$ cat src/rtl/cfma_pkg.sv
package cfma_pkg;

   // Stream widths: request data holds rule_index, addr_high, addr_low, mask_high,
   // mask_low and deny_flag, padded to whole bytes.
   localparam int REQ_TDATA_W = 264;
   localparam int REQ_TUSER_W = 3;
   localparam int RSP_TDATA_W = 8;
   localparam int CSR_ADDR_W  = 2;
   localparam int CSR_DATA_W  = 6;

   // Operation and family codes.
   localparam logic       OP_WRITE   = 1'b0;
   localparam logic       OP_CHECK   = 1'b1;
   localparam logic [1:0] FAM_V4     = 2'd0;
   localparam logic [1:0] FAM_V6     = 2'd1;
   localparam logic [1:0] FAM_LOCAL  = 2'd2;

   // Verdict codes.
   localparam logic [1:0] VERDICT_DECLINED  = 2'd0;
   localparam logic [1:0] VERDICT_ALLOWED   = 2'd1;
   localparam logic [1:0] VERDICT_FORBIDDEN = 2'd2;

   // Local socket policy codes.
   localparam logic [1:0] POLICY_ALLOW = 2'd1;
   localparam logic [1:0] POLICY_DENY  = 2'd2;

   // Configuration register indexes.
   localparam logic [CSR_ADDR_W-1:0] CSR_V4_COUNT     = 2'd0;
   localparam logic [CSR_ADDR_W-1:0] CSR_V6_COUNT     = 2'd1;
   localparam logic [CSR_ADDR_W-1:0] CSR_LOCAL_POLICY = 2'd2;

   // Upper word of the low half of an IPv4-mapped IPv6 address (::ffff:a.b.c.d).
   localparam logic [31:0] V4_MAPPED_TAG = 32'h0000_FFFF;

   // Which rule list an item is meant for.
   typedef enum logic [1:0] {
      ROUTE_V4,
      ROUTE_V6,
      ROUTE_FIXED
   } route_type;

   // One item as it travels down the row of rule cells.
   typedef struct packed {
      logic        valid;
      logic        write;
      route_type   route;
      logic [4:0]  rule_index;
      logic [63:0] addr_high;
      logic [63:0] addr_low;
      logic [63:0] mask_high;
      logic [63:0] mask_low;
      logic        deny;
      logic        decided;
      logic [1:0]  verdict;
   } token_type;

endpackage

$ cat src/rtl/cfma_cell.sv
module cfma_cell #(
   parameter int INDEX  = 0,
   parameter bit HAS_V4 = 1'b1,
   parameter bit HAS_V6 = 1'b1
) (
   input  logic               clock,
   input  logic               reset,
   input  logic               advance,
   input  logic               v4_en,
   input  logic               v6_en,
   input  cfma_pkg::token_type tok_in,
   output cfma_pkg::token_type tok_out
);
   import cfma_pkg::*;

   token_type tok_ff;
   token_type tok_in_next;
   logic      slot_hit;
   logic      is_write;
   logic      v4_hit;
   logic      v4_deny;
   logic      v6_hit;
   logic      v6_deny;

   // A write item updates this slot as it passes; a check item looks at the rule held here.
   assign slot_hit = (32'(tok_in.rule_index) == 32'(INDEX));
   assign is_write = tok_in.valid && tok_in.write && slot_hit && advance;

   generate
      if (HAS_V4) begin : g_v4
         logic [31:0] addr_ff;
         logic [31:0] mask_ff;
         logic        deny_ff;

         // IPv4 rule storage, written in item order.
         always_ff @(posedge clock) begin
            if (is_write && tok_in.route == ROUTE_V4) begin
               addr_ff <= tok_in.addr_low[31:0];
               mask_ff <= tok_in.mask_low[31:0];
               deny_ff <= tok_in.deny;
            end
         end

         assign v4_hit  = v4_en && ((tok_in.addr_low[31:0] & mask_ff) == addr_ff);
         assign v4_deny = deny_ff;
      end else begin : g_no_v4
         assign v4_hit  = 1'b0;
         assign v4_deny = 1'b0;
      end

      if (HAS_V6) begin : g_v6
         logic [63:0] addr_hi_ff;
         logic [63:0] addr_lo_ff;
         logic [63:0] mask_hi_ff;
         logic [63:0] mask_lo_ff;
         logic        deny_ff;

         // IPv6 rule storage, written in item order.
         always_ff @(posedge clock) begin
            if (is_write && tok_in.route == ROUTE_V6) begin
               addr_hi_ff <= tok_in.addr_high;
               addr_lo_ff <= tok_in.addr_low;
               mask_hi_ff <= tok_in.mask_high;
               mask_lo_ff <= tok_in.mask_low;
               deny_ff    <= tok_in.deny;
            end
         end

         assign v6_hit  = v6_en &&
                          ((tok_in.addr_high & mask_hi_ff) == addr_hi_ff) &&
                          ((tok_in.addr_low & mask_lo_ff) == addr_lo_ff);
         assign v6_deny = deny_ff;
      end else begin : g_no_v6
         assign v6_hit  = 1'b0;
         assign v6_deny = 1'b0;
      end
   endgenerate

   // The first matching rule along the row decides an undecided check.
   always_comb begin
      tok_in_next = tok_in;
      if (tok_in.valid && !tok_in.write && !tok_in.decided) begin
         if (tok_in.route == ROUTE_V4 && v4_hit) begin
            tok_in_next.decided = 1'b1;
            tok_in_next.verdict = v4_deny ? VERDICT_FORBIDDEN : VERDICT_ALLOWED;
         end else if (tok_in.route == ROUTE_V6 && v6_hit) begin
            tok_in_next.decided = 1'b1;
            tok_in_next.verdict = v6_deny ? VERDICT_FORBIDDEN : VERDICT_ALLOWED;
         end
      end
   end

   // Hand the item to the next cell.
   always_ff @(posedge clock) begin
      if (reset) begin
         tok_ff.valid <= 1'b0;
      end else if (advance) begin
         tok_ff <= tok_in_next;
      end
   end

   assign tok_out = tok_ff;

endmodule

$ cat config.mk
export PLATFORM = sky130hd
export DESIGN_NAME = cfma_cell
export DESIGN_NICKNAME = d
export VERILOG_FILES = /design/src/rtl/cfma_pkg.sv /design/src/rtl/cfma_cell.sv
export SDC_FILE = /design/constraint.sdc
export NUM_CORES = 1
export LEC_CHECK = 0
export ABC_AREA = 1
export ABC_CLOCK_PERIOD_IN_PS = 14560
export BUFFER_PORTS_ARGS = -buffer_cell sky130_fd_sc_hd__buf_4
export CORE_MARGIN = 2
export CORE_UTILIZATION = 45
export CTS_CLUSTER_DIAMETER = 80
export DETAILED_ROUTE_END_ITERATION = 12
export PLACE_DENSITY = 0.68
export SLEW_MARGIN = 20
export SYNTH_ARGS = -nofsm -noshare
export SYNTH_HDL_FRONTEND = slang
export SYNTH_SLANG_ARGS = --single-unit
$ cat constraint.sdc
create_clock -name clock -period 14.56 [get_ports clock]
set_clock_uncertainty 0.15 [all_clocks]
set_input_delay 2.184 -clock clock [delete_from_list [all_inputs] [get_ports clock]]
set_output_delay 2.184 -clock clock [all_outputs]
set_load 0.05 [all_outputs]
# [Word-level counts from Yosys, hierarchy flattened]
# Cells that the tools add are included.
[word_totals] word_cells=49 out_inout_bits=269 regBits=591 in_bits=274
[classes] eq_ne=4 bitwise=4 n_reduce_logical=17 mux=5
[op_table] cell="$and A64 B64 Y64" n=2
[op_table] cell="$eq A64 B64 Y1" n=2
[op_table] cell="$and A32 B32 Y32" n=1
[op_table] cell="$eq A32 B32 Y1" n=1
[op_table] cell="$logic_and A1 B1 Y1" n=12
[op_table] cell="$mux W3" n=3
[op_table] cell="$logic_not A5 Y1" n=1
[op_table] cell="$mux W2" n=2
[op_table] cell="$eq A2 B1 Y1 const B" n=1
[op_table] cell="$logic_not A1 Y1" n=2
[op_table] cell="$logic_not A2 Y1" n=1
[op_table] cell="$reduce_and A2 Y1" n=1
[op_table] cell="$not A1 Y1" n=1

# [Depth between registers and ports, before layout]
# Gate-level depths: netlist (run 1).
[depth] depth_word=8 depth_mapped=15 ltp_nobuf=15

# [Worst setup path after synthesis (run 1)]
# OpenSTA, ideal clock, no wires.
[synth_path] path_type="in2reg" from="input advance" to="register tok_ff (netlist bit tok_out[0]) (enable)" required_time_ns=13.499 n_path_buf=0 stages=2 path_slack_ns=0.028 arrival_ns=13.471 setup_time_ns=0.911 cell_sequence="inv_1 -> nor2_1"
[synth_via] elab_chain_cells=1
[synth_lines] item="start: declaration" line_no="cfma_cell.sv:8" text="input logic advance,"
[synth_lines] item="$reduce_and A2 Y1 (no source line)"
[synth_lines] item="end signal: assignment" line_no="cfma_cell.sv:98" text="tok_ff <= tok_in_next;"
[synth_lines] item="end: declaration" line_no="cfma_cell.sv:16" text="token_type tok_ff;"
# Every way passes these cells.
# A chain may end at the register's enable or synchronous reset.

# [Worst setup path in the final report (run 1)]
[layout_path] from="input advance" to="register tok_ff (netlist bit tok_out[173]) (enable)"
# Same word-level chain as after synthesis.

==> results of run 1 <==
worst max path at each step:
stage | endpoint | from
floorplan | tok_out[0]$_DFFE_PP_ | advance
CTS | tok_out[123]$_DFFE_PP_ | advance
global route | tok_out[123]$_DFFE_PP_ | advance
global placement | tok_out[123]$_DFFE_PP_ | advance
finish | tok_out[173]$_DFFE_PP_ | advance
detailed placement | tok_out[123]$_DFFE_PP_ | advance
worst register-to-register path, stage by stage (launching register included):
cell and delay [ns]:
edfxtp_1 0.36, nand2_1 0.09, xor2_1 0.39, nand3_1 0.30, nor2_1 0.16, nand2_1 0.07, nor2_1 0.20, nand2_1 0.07
nor2_1 0.15, nand3_1 0.12, nand2_1 0.11, o21ai_1 0.09
state kept, by name (all words and copies together), names as in the netlist:
signal and cells:
g_v4.deny_ff 1, g_v6.mask_hi_ff 64, tok_out 269, g_v6.deny_ff 1
g_v4.addr_ff 32, g_v6.mask_lo_ff 64, g_v6.addr_lo_ff 64, g_v6.addr_hi_ff 64
g_v4.mask_ff 32
cell usage in the layout, fill, tap and decap left out, drive strengths merged:
cell type / Yosys / final
edfxtp: 590 / 590
buf: 0 / 548
nand2: 523 / 523
nor2: 142 / 142
nand3: 94 / 94
inv: 85 / 86
clkbuf: 0 / 70
nand3b: 51 / 51
xor2: 30 / 30
clkinv: 1 / 29
nand4: 26 / 26
o21ai: 20 / 20
or2: 14 / 14
nor3: 8 / 8
xnor2: 7 / 7
clkinvlp: 0 / 6
bufinv: 0 / 5
a21oi: 4 / 4
nor3b: 4 / 4
nor4: 2 / 2
a31oi: 1 / 1
nand2b: 1 / 1
dfxtp: 1 / 1
logic make-up (layout without fill, tap and decap cells):
family / after synthesis / after routing
xor+xnor: 37 / 37
buf+inv: 86 / 744
flops: 591 / 591
simple gates: 865 / 865
compound gates: 25 / 25
cell type report:
cell class,count,share of cell area (%)
Clock inverter,40,1.13
Tap cell,664,2.86
Inverter,86,1.11
Clock buffer,70,5.36
Timing Repair Buffer,548,14.2
Multi-Input combinational cell,927,14.4
Sequential cell,591,61.0
power by group:
part / leakage, uW / switching [uW] / total, uW / internal, uW
registers: 0.00542 / 15.1 / 1950 / 1930
clock network: 0.000910 / 634 / 1480 / 851
logic: 0.00522 / 286 / 407 / 121
metal layers:
layer	vias to the layer above	part of all wire [%]	track usage [%]
li1	6864	-	-
met1	7182	40	32.1
met2	674	49	40.3
met3	105	8.1	5.48
met4	0	2.8	7.81
met5	-	0	0
stage by stage:
stage	hold WS, ns	total power, uW	instance area, sq um
2_1_floorplan	0.524	2210	22200
3_3_place_gp	0.304	2390	27200
3_5_place_dp	0.304	2390	27200
4_1_cts	0.313	3870	29100
5_1_grt	0.337	3950	29100
6_report	0.312	3840	29100
==> summary.txt, run 1 <==
Worst setup path
  • FF-to-FF End: tok_out[1]$_DFFE_PP_
  • FF-to-FF Start: g_v6.mask_hi_ff[42]$_DFFE_PP_
  • Critical path class: in2reg
  • Worst Path Buf+Inv: 4
  • Crit start category: input pin
  • Critical-path top delay cell: buf_4
  • Worst EP required: 14.65 ns
  • Max stage delay on crit path: 0.92 ns
  • Critical path depth: 5
  • CP most frequent cell: buf_4
  • Cell chain of the critical path: buf_4 -> inv_1 -> nor2_4 -> buf_4 -> buf_4
  • WP data arrival: 5.02 ns
  • CP max FO: 77
  • Delay-heaviest family, CP: buffers and inverters
  • FF-to-FF path depth: 11
  • Reg2reg setup slack: between 10 and 15 ns
  • Setup crit end kind: register

Synthesis
  • Post-Synth XOR/XNOR Area: approximately 1.5%
  • Cells after synthesis: around 1600
  • Main combinational cell family by area after synthesis: simple AND/OR/NAND/NOR gates
  • Sequential share of the synthesized area: ~80%
  • Post-synthesis adder-cell area fraction: 0%
  • Syn Area/Cell: around 14 sq um
  • Library cells used by synthesis: 26
  • Simple-gate portion of the synthesized area: about 17%
  • Flop and latch count out of synthesis: 591
  • Area leader, netlist: edfxtp_1
  • Mapped Nets: around 1900
  • Mux contribution to synthesized area: 0%
  • Top_reg_cell synth: edfxtp_1
  • Largest cells by area after synthesis: edfxtp_1 (80%), nand2_1 (8.8%), nor2_1 (2.3%), nand3_1 (2.1%), nand3b_1 (1.7%)
  • Netlist area before placement: about 22000 sq um
  • Number of synthesized flops with an enable pin: between 500 and 600
  • Post-synth top area share: around four fifths
  • Asr flop ratio synth: 0%
  • Yosys warning total: 0
  • Most instantiated library cell after synthesis: edfxtp_1
  • Compound-cell area share of the yosys netlist: less than 1%
  • Most common library cells after synthesis: edfxtp_1 (590), nand2_1 (519), nor2_1 (137)

Global routing
  • Pin count of the biggest net entering global routing: between 150 and 200
  • GRT Total Usage: between 20% and 30%
  • Overflow left after global routing: 0
  • Vias in the first global route: 14300
  • Antenna violations before repair: 0
  • First-pass GRT wire length: ~89 mm

Timing
  • Final Cycle Share: 33.9%
  • Final Slew Violations: 0
  • Final WS setup: approximately 9.6 ns
  • FMAX: just over 200 MHz
  • Final min period: between 4 and 5 ns
  • RSZ-0062 raised after global routing: false
  • Final number of hold-violating endpoints: 0
  • Sum of negative setup slack: 0 ns
  • Actual slew at the worst max-slew pin: approximately 1.1 ns
  • Max_slew headroom: a little over a quarter
  • Final setup violation count: 0

Clock tree
  • Clock latency on the worst-skew pair: between 0.6 and 0.7 ns
  • Num CTS Buffers: 59
  • Cts hold-fix bufs: 0
  • Max Root-Sink Buffers: 3
  • TritonCTS clock tree: built
  • # resized after CTS: 0
  • Setup bufs post-CTS: 0
  • Root Buffer: clkbuf_16
  • # H-tree levels: 2
  • Clk sinks: 591
  • Reg clk slew, reported paths: 0.06 ns

Finish
  • Area of the multi-input gates: about 4200 sq um
  • Final layout net count: 2487
  • Area Overhead vs Synth: 30.9%
  • Post-route non-filler standard cell count: slightly below 3000
  • Fillers: 3856
  • Final core occ: between 50% and 60%
  • Ant diodes: 0
  • Seq. cell area: 17700 sq um
  • Proportion of layout cells with a drive suffix above 1: a little under 30%

Drt
  • Pre-Repair DR Iteration Count: 6
  • Vias: between 10000 and 15000
  • Initial DRC Count: 1411
  • Mean number of vias per cell: 5.07
  • DRC Markers: 0
  • Antenna violation net count after detailed routing: 0
  • DRT Wirelength: 63.7 mm
  • WL/cell: around 22 um

Placement
  • Placed Cells: ~2800
  • Gpl congestion: around 0.90
  • Pre-CTS WS: 9.05 ns
  • PortBufs: around 540
  • Post-DP HPWL: slightly below 50 mm

Hold path
  • Hold Path Sink: tok_out[268]$_SDFFE_PP0P_
  • Worst Hold Depth: 2
  • Hold Path Class: reg2reg
  • Hold path start: tok_out[268]$_SDFFE_PP0P_

Floorplan
  • Die area: a little over 50000 sq um
  • Core Area: just under 50000 sq um
  • DIE HEIGHT: 226 um
  • Die X: between 200 and 250 um
  • Initial core utilization: 45.5%
  • I/O pin total: roughly 540
  • Row cnt: 81

Power and ir drop
  • LEAKAGE: around 0.012 uW
  • Peak supply drop: 0.0000900 V
  • PwrDens: around 130 nW/um^2

Job
  • Total of max-cap violations: 0

Outcome
  • Status: finished, final reports clean
No activity file was read; power rests on OpenSTA's default activity.
==> inputs of run 2 (changes only) <==
--- a/config.mk
+++ b/config.mk
@@ -6,7 +6,7 @@
 export NUM_CORES = 1
 export LEC_CHECK = 0
 export ABC_AREA = 1
-export ABC_CLOCK_PERIOD_IN_PS = 14560
+export ABC_CLOCK_PERIOD_IN_PS = 4310
 export BUFFER_PORTS_ARGS = -buffer_cell sky130_fd_sc_hd__buf_4
 export CORE_MARGIN = 2
 export CORE_UTILIZATION = 45
==> constraint.sdc (replaced) <==
create_clock -name clock -period 4.31 [get_ports clock]
set_clock_uncertainty 0.15 [all_clocks]
set_input_delay 0.6465 -clock clock [delete_from_list [all_inputs] [get_ports clock]]
set_output_delay 0.6465 -clock clock [all_outputs]
set_load 0.05 [all_outputs]
==> run 2 against run 1 <==
Compared with the run above:
- via count is 0.45% higher
- critical endpoint is now tok_out[0]$_DFFE_PP_
- clock-buffer cell count increased by 6
- setup slack worse by 7.9 ns
- non-clock buffer count grew 3
- sequential share of layout area down 0.38 points
==> summary.txt, run 2 (synthesized netlist as in run 1, its figures left out) <==
Placement
  • Gpl congestion: around 0.9
  • Post-DP HPWL: around 50 mm
  • DP Area: 27300 sq um
  • PortBufs: around 540

Finish
  • Fillers: 3858
  • Max FFs per register: roughly 270
  • Finished Cell Area: 29300 sq um
  • Ant diodes: 0
  • Final layout net count: between 2000 and 2500
  • Commonest non-fill, non-tap cells in the layout: edfxtp_1 (590), buf_4 (544), nand2_1 (519)
  • Area Overhead vs Synth: 31.7%
  • Proportion of layout cells with a drive suffix above 1: between 20 and 30%
  • Most common cell after layout, fill and taps aside: edfxtp_1

Clock tree
  • Setup bufs post-CTS: 0
  • TritonCTS clock tree: built
  • Cts hold-fix bufs: 0
  • Clock latency on the worst-skew pair: between 0.6 and 0.7 ns
  • # H-tree levels: 2
  • Max Root-Sink Buffers: 3
  • Clk sinks: slightly below 600
  • Num CTS Buffers: 58
  • Root Buffer: clkbuf_16
  • Reg clk slew, reported paths: 0.06 ns
  • # resized after CTS: 0

Outcome
  • Status: finished, final reports clean

Drt
  • DRT Wirelength: roughly 65 mm
  • Antenna violation net count after detailed routing: 0
  • Vias: between 10000 and 15000
  • Pre-Repair DR Iteration Count: 6
  • DRC Markers: 0
  • Initial DRC Count: about 1500
  • Mean number of vias per cell: between 5 and 6
  • WL/cell: about 22 um

Power and ir drop
  • LEAKAGE: roughly 0.012 uW
  • Peak supply drop: 0.000375 V
  • PwrDens: roughly 450 nW/um^2

Worst setup path
  • Setup crit end kind: register
  • Worst EP required: 4.52 ns
  • WP data arrival: 2.79 ns
  • Critical path class: reg2reg
  • CP max FO: 3
  • Crit start category: register

Floorplan
  • Die X: between 200 and 250 um
  • I/O pin total: ~540
  • Row cnt: 81
  • DIE HEIGHT: 226 um
  • Initial core utilization: roughly 45%
  • Core Area: about 50000 sq um
  • Die area: about 51000 sq um

Timing
  • Max_slew headroom: 41.4%
  • Final Slew Violations: 0
  • Final min period: roughly 2.6 ns
  • FMAX: 389 MHz
  • Final Cycle Share: roughly three fifths
  • Final setup violation count: 0
  • Actual slew at the worst max-slew pin: 0.879 ns
  • Sum of negative setup slack: 0 ns
  • Final number of hold-violating endpoints: 0
  • RSZ-0062 raised after global routing: false

Global routing
  • Vias in the first global route: roughly 14000
  • Antenna violations before repair: 4
  • Overflow left after global routing: 0
  • First-pass GRT wire length: about 91 mm
  • Pin count of the biggest net entering global routing: between 100 and 150
  • GRT Total Usage: between 20% and 30%

Job
  • Total of max-cap violations: 0

Hold path
  • Hold Path Class: in2reg
-- run 2: cell types whose count changed in the layout (fill, tap and decap cells not counted), sizes merged --
cell	before	now
clkbuf	70	76
buf	548	551
clkinv	29	21
clkinvlp	6	4
bufinv	5	8
-- run 2: final timing paths --
| kind | start | end | slack [ns] | cells after the start |
|---|---|---|---|---|
| worst max-delay path | g_v6.mask_hi_ff[20]$_DFFE_PP_ | tok_out[0]$_DFFE_PP_ | 1.74 | 11 |
| worst min-delay path | tok_in[130] | g_v6.mask_hi_ff[62]$_DFFE_PP_ | 0.07 | 1 |
| worst max register to register | g_v6.mask_hi_ff[20]$_DFFE_PP_ | tok_out[0]$_DFFE_PP_ | 1.74 | 11 |
| worst min register to register | tok_out[268]$_SDFFE_PP0P_ | tok_out[268]$_SDFFE_PP0P_ | 0.32 | 2 |
-- run 2: layer usage --
layer	track usage (%)	share of wire [%]	vias to the layer above
met1	32.7	40	7193
met2	40.8	48	719
met5	0	0.067	-
met4	8.87	3.2	8
met3	5.79	8.5	117
li1	-	-	6854
-- run 2: through the flow --
stage	worst slack, ns	hold WS, ns	power, uW	std cells	util (%)
4_1_cts	1.77	0.0332	13300	2928	59.9
5_1_grt	1.61	0.0414	13500	2928	59.9
3_3_place_gp	1.34	0.299	8070	2819	56.0
2_1_floorplan	-1.11	0.524	7430	1604	-
3_5_place_dp	1.34	0.311	8080	2819	56.0
6_report	1.74	0.0677	13200	2928	59.9
-- run 2: worst max-delay path, cell delays in order (launching register included) --
cell and delay (ns):
edfxtp_1 0.36, nand2_1 0.08, xor2_1 0.49, nand3_1 0.13
nor2_1 0.35, nand3_1 0.12, nor2_1 0.13, nand3_1 0.17
nand2_2 0.16, nor2_1 0.05, nor2_1 0.08, nor2_1 0.05
-- run 2: layout make-up --
cell class	instances	area [sq um]	area share, %
sequential	591	17700	60.6
timing repair buffer	551	4220	14.4
multi-input combinational	927	4200	14.4
clock buffer	76	1580	5.41
tap	664	831	2.84
clock inverter	33	365	1.25
inverter	86	335	1.15
-- run 2: power by group --
| group | total [uW] | switching, uW | internal, uW |
|---|---|---|---|
| registers | 6570 | 51.1 | 6520 |
| logic | 1390 | 971 | 415 |
| clock network | 5220 | 2160 | 3060 |
| total | 13200 | 3180 | 10000 |
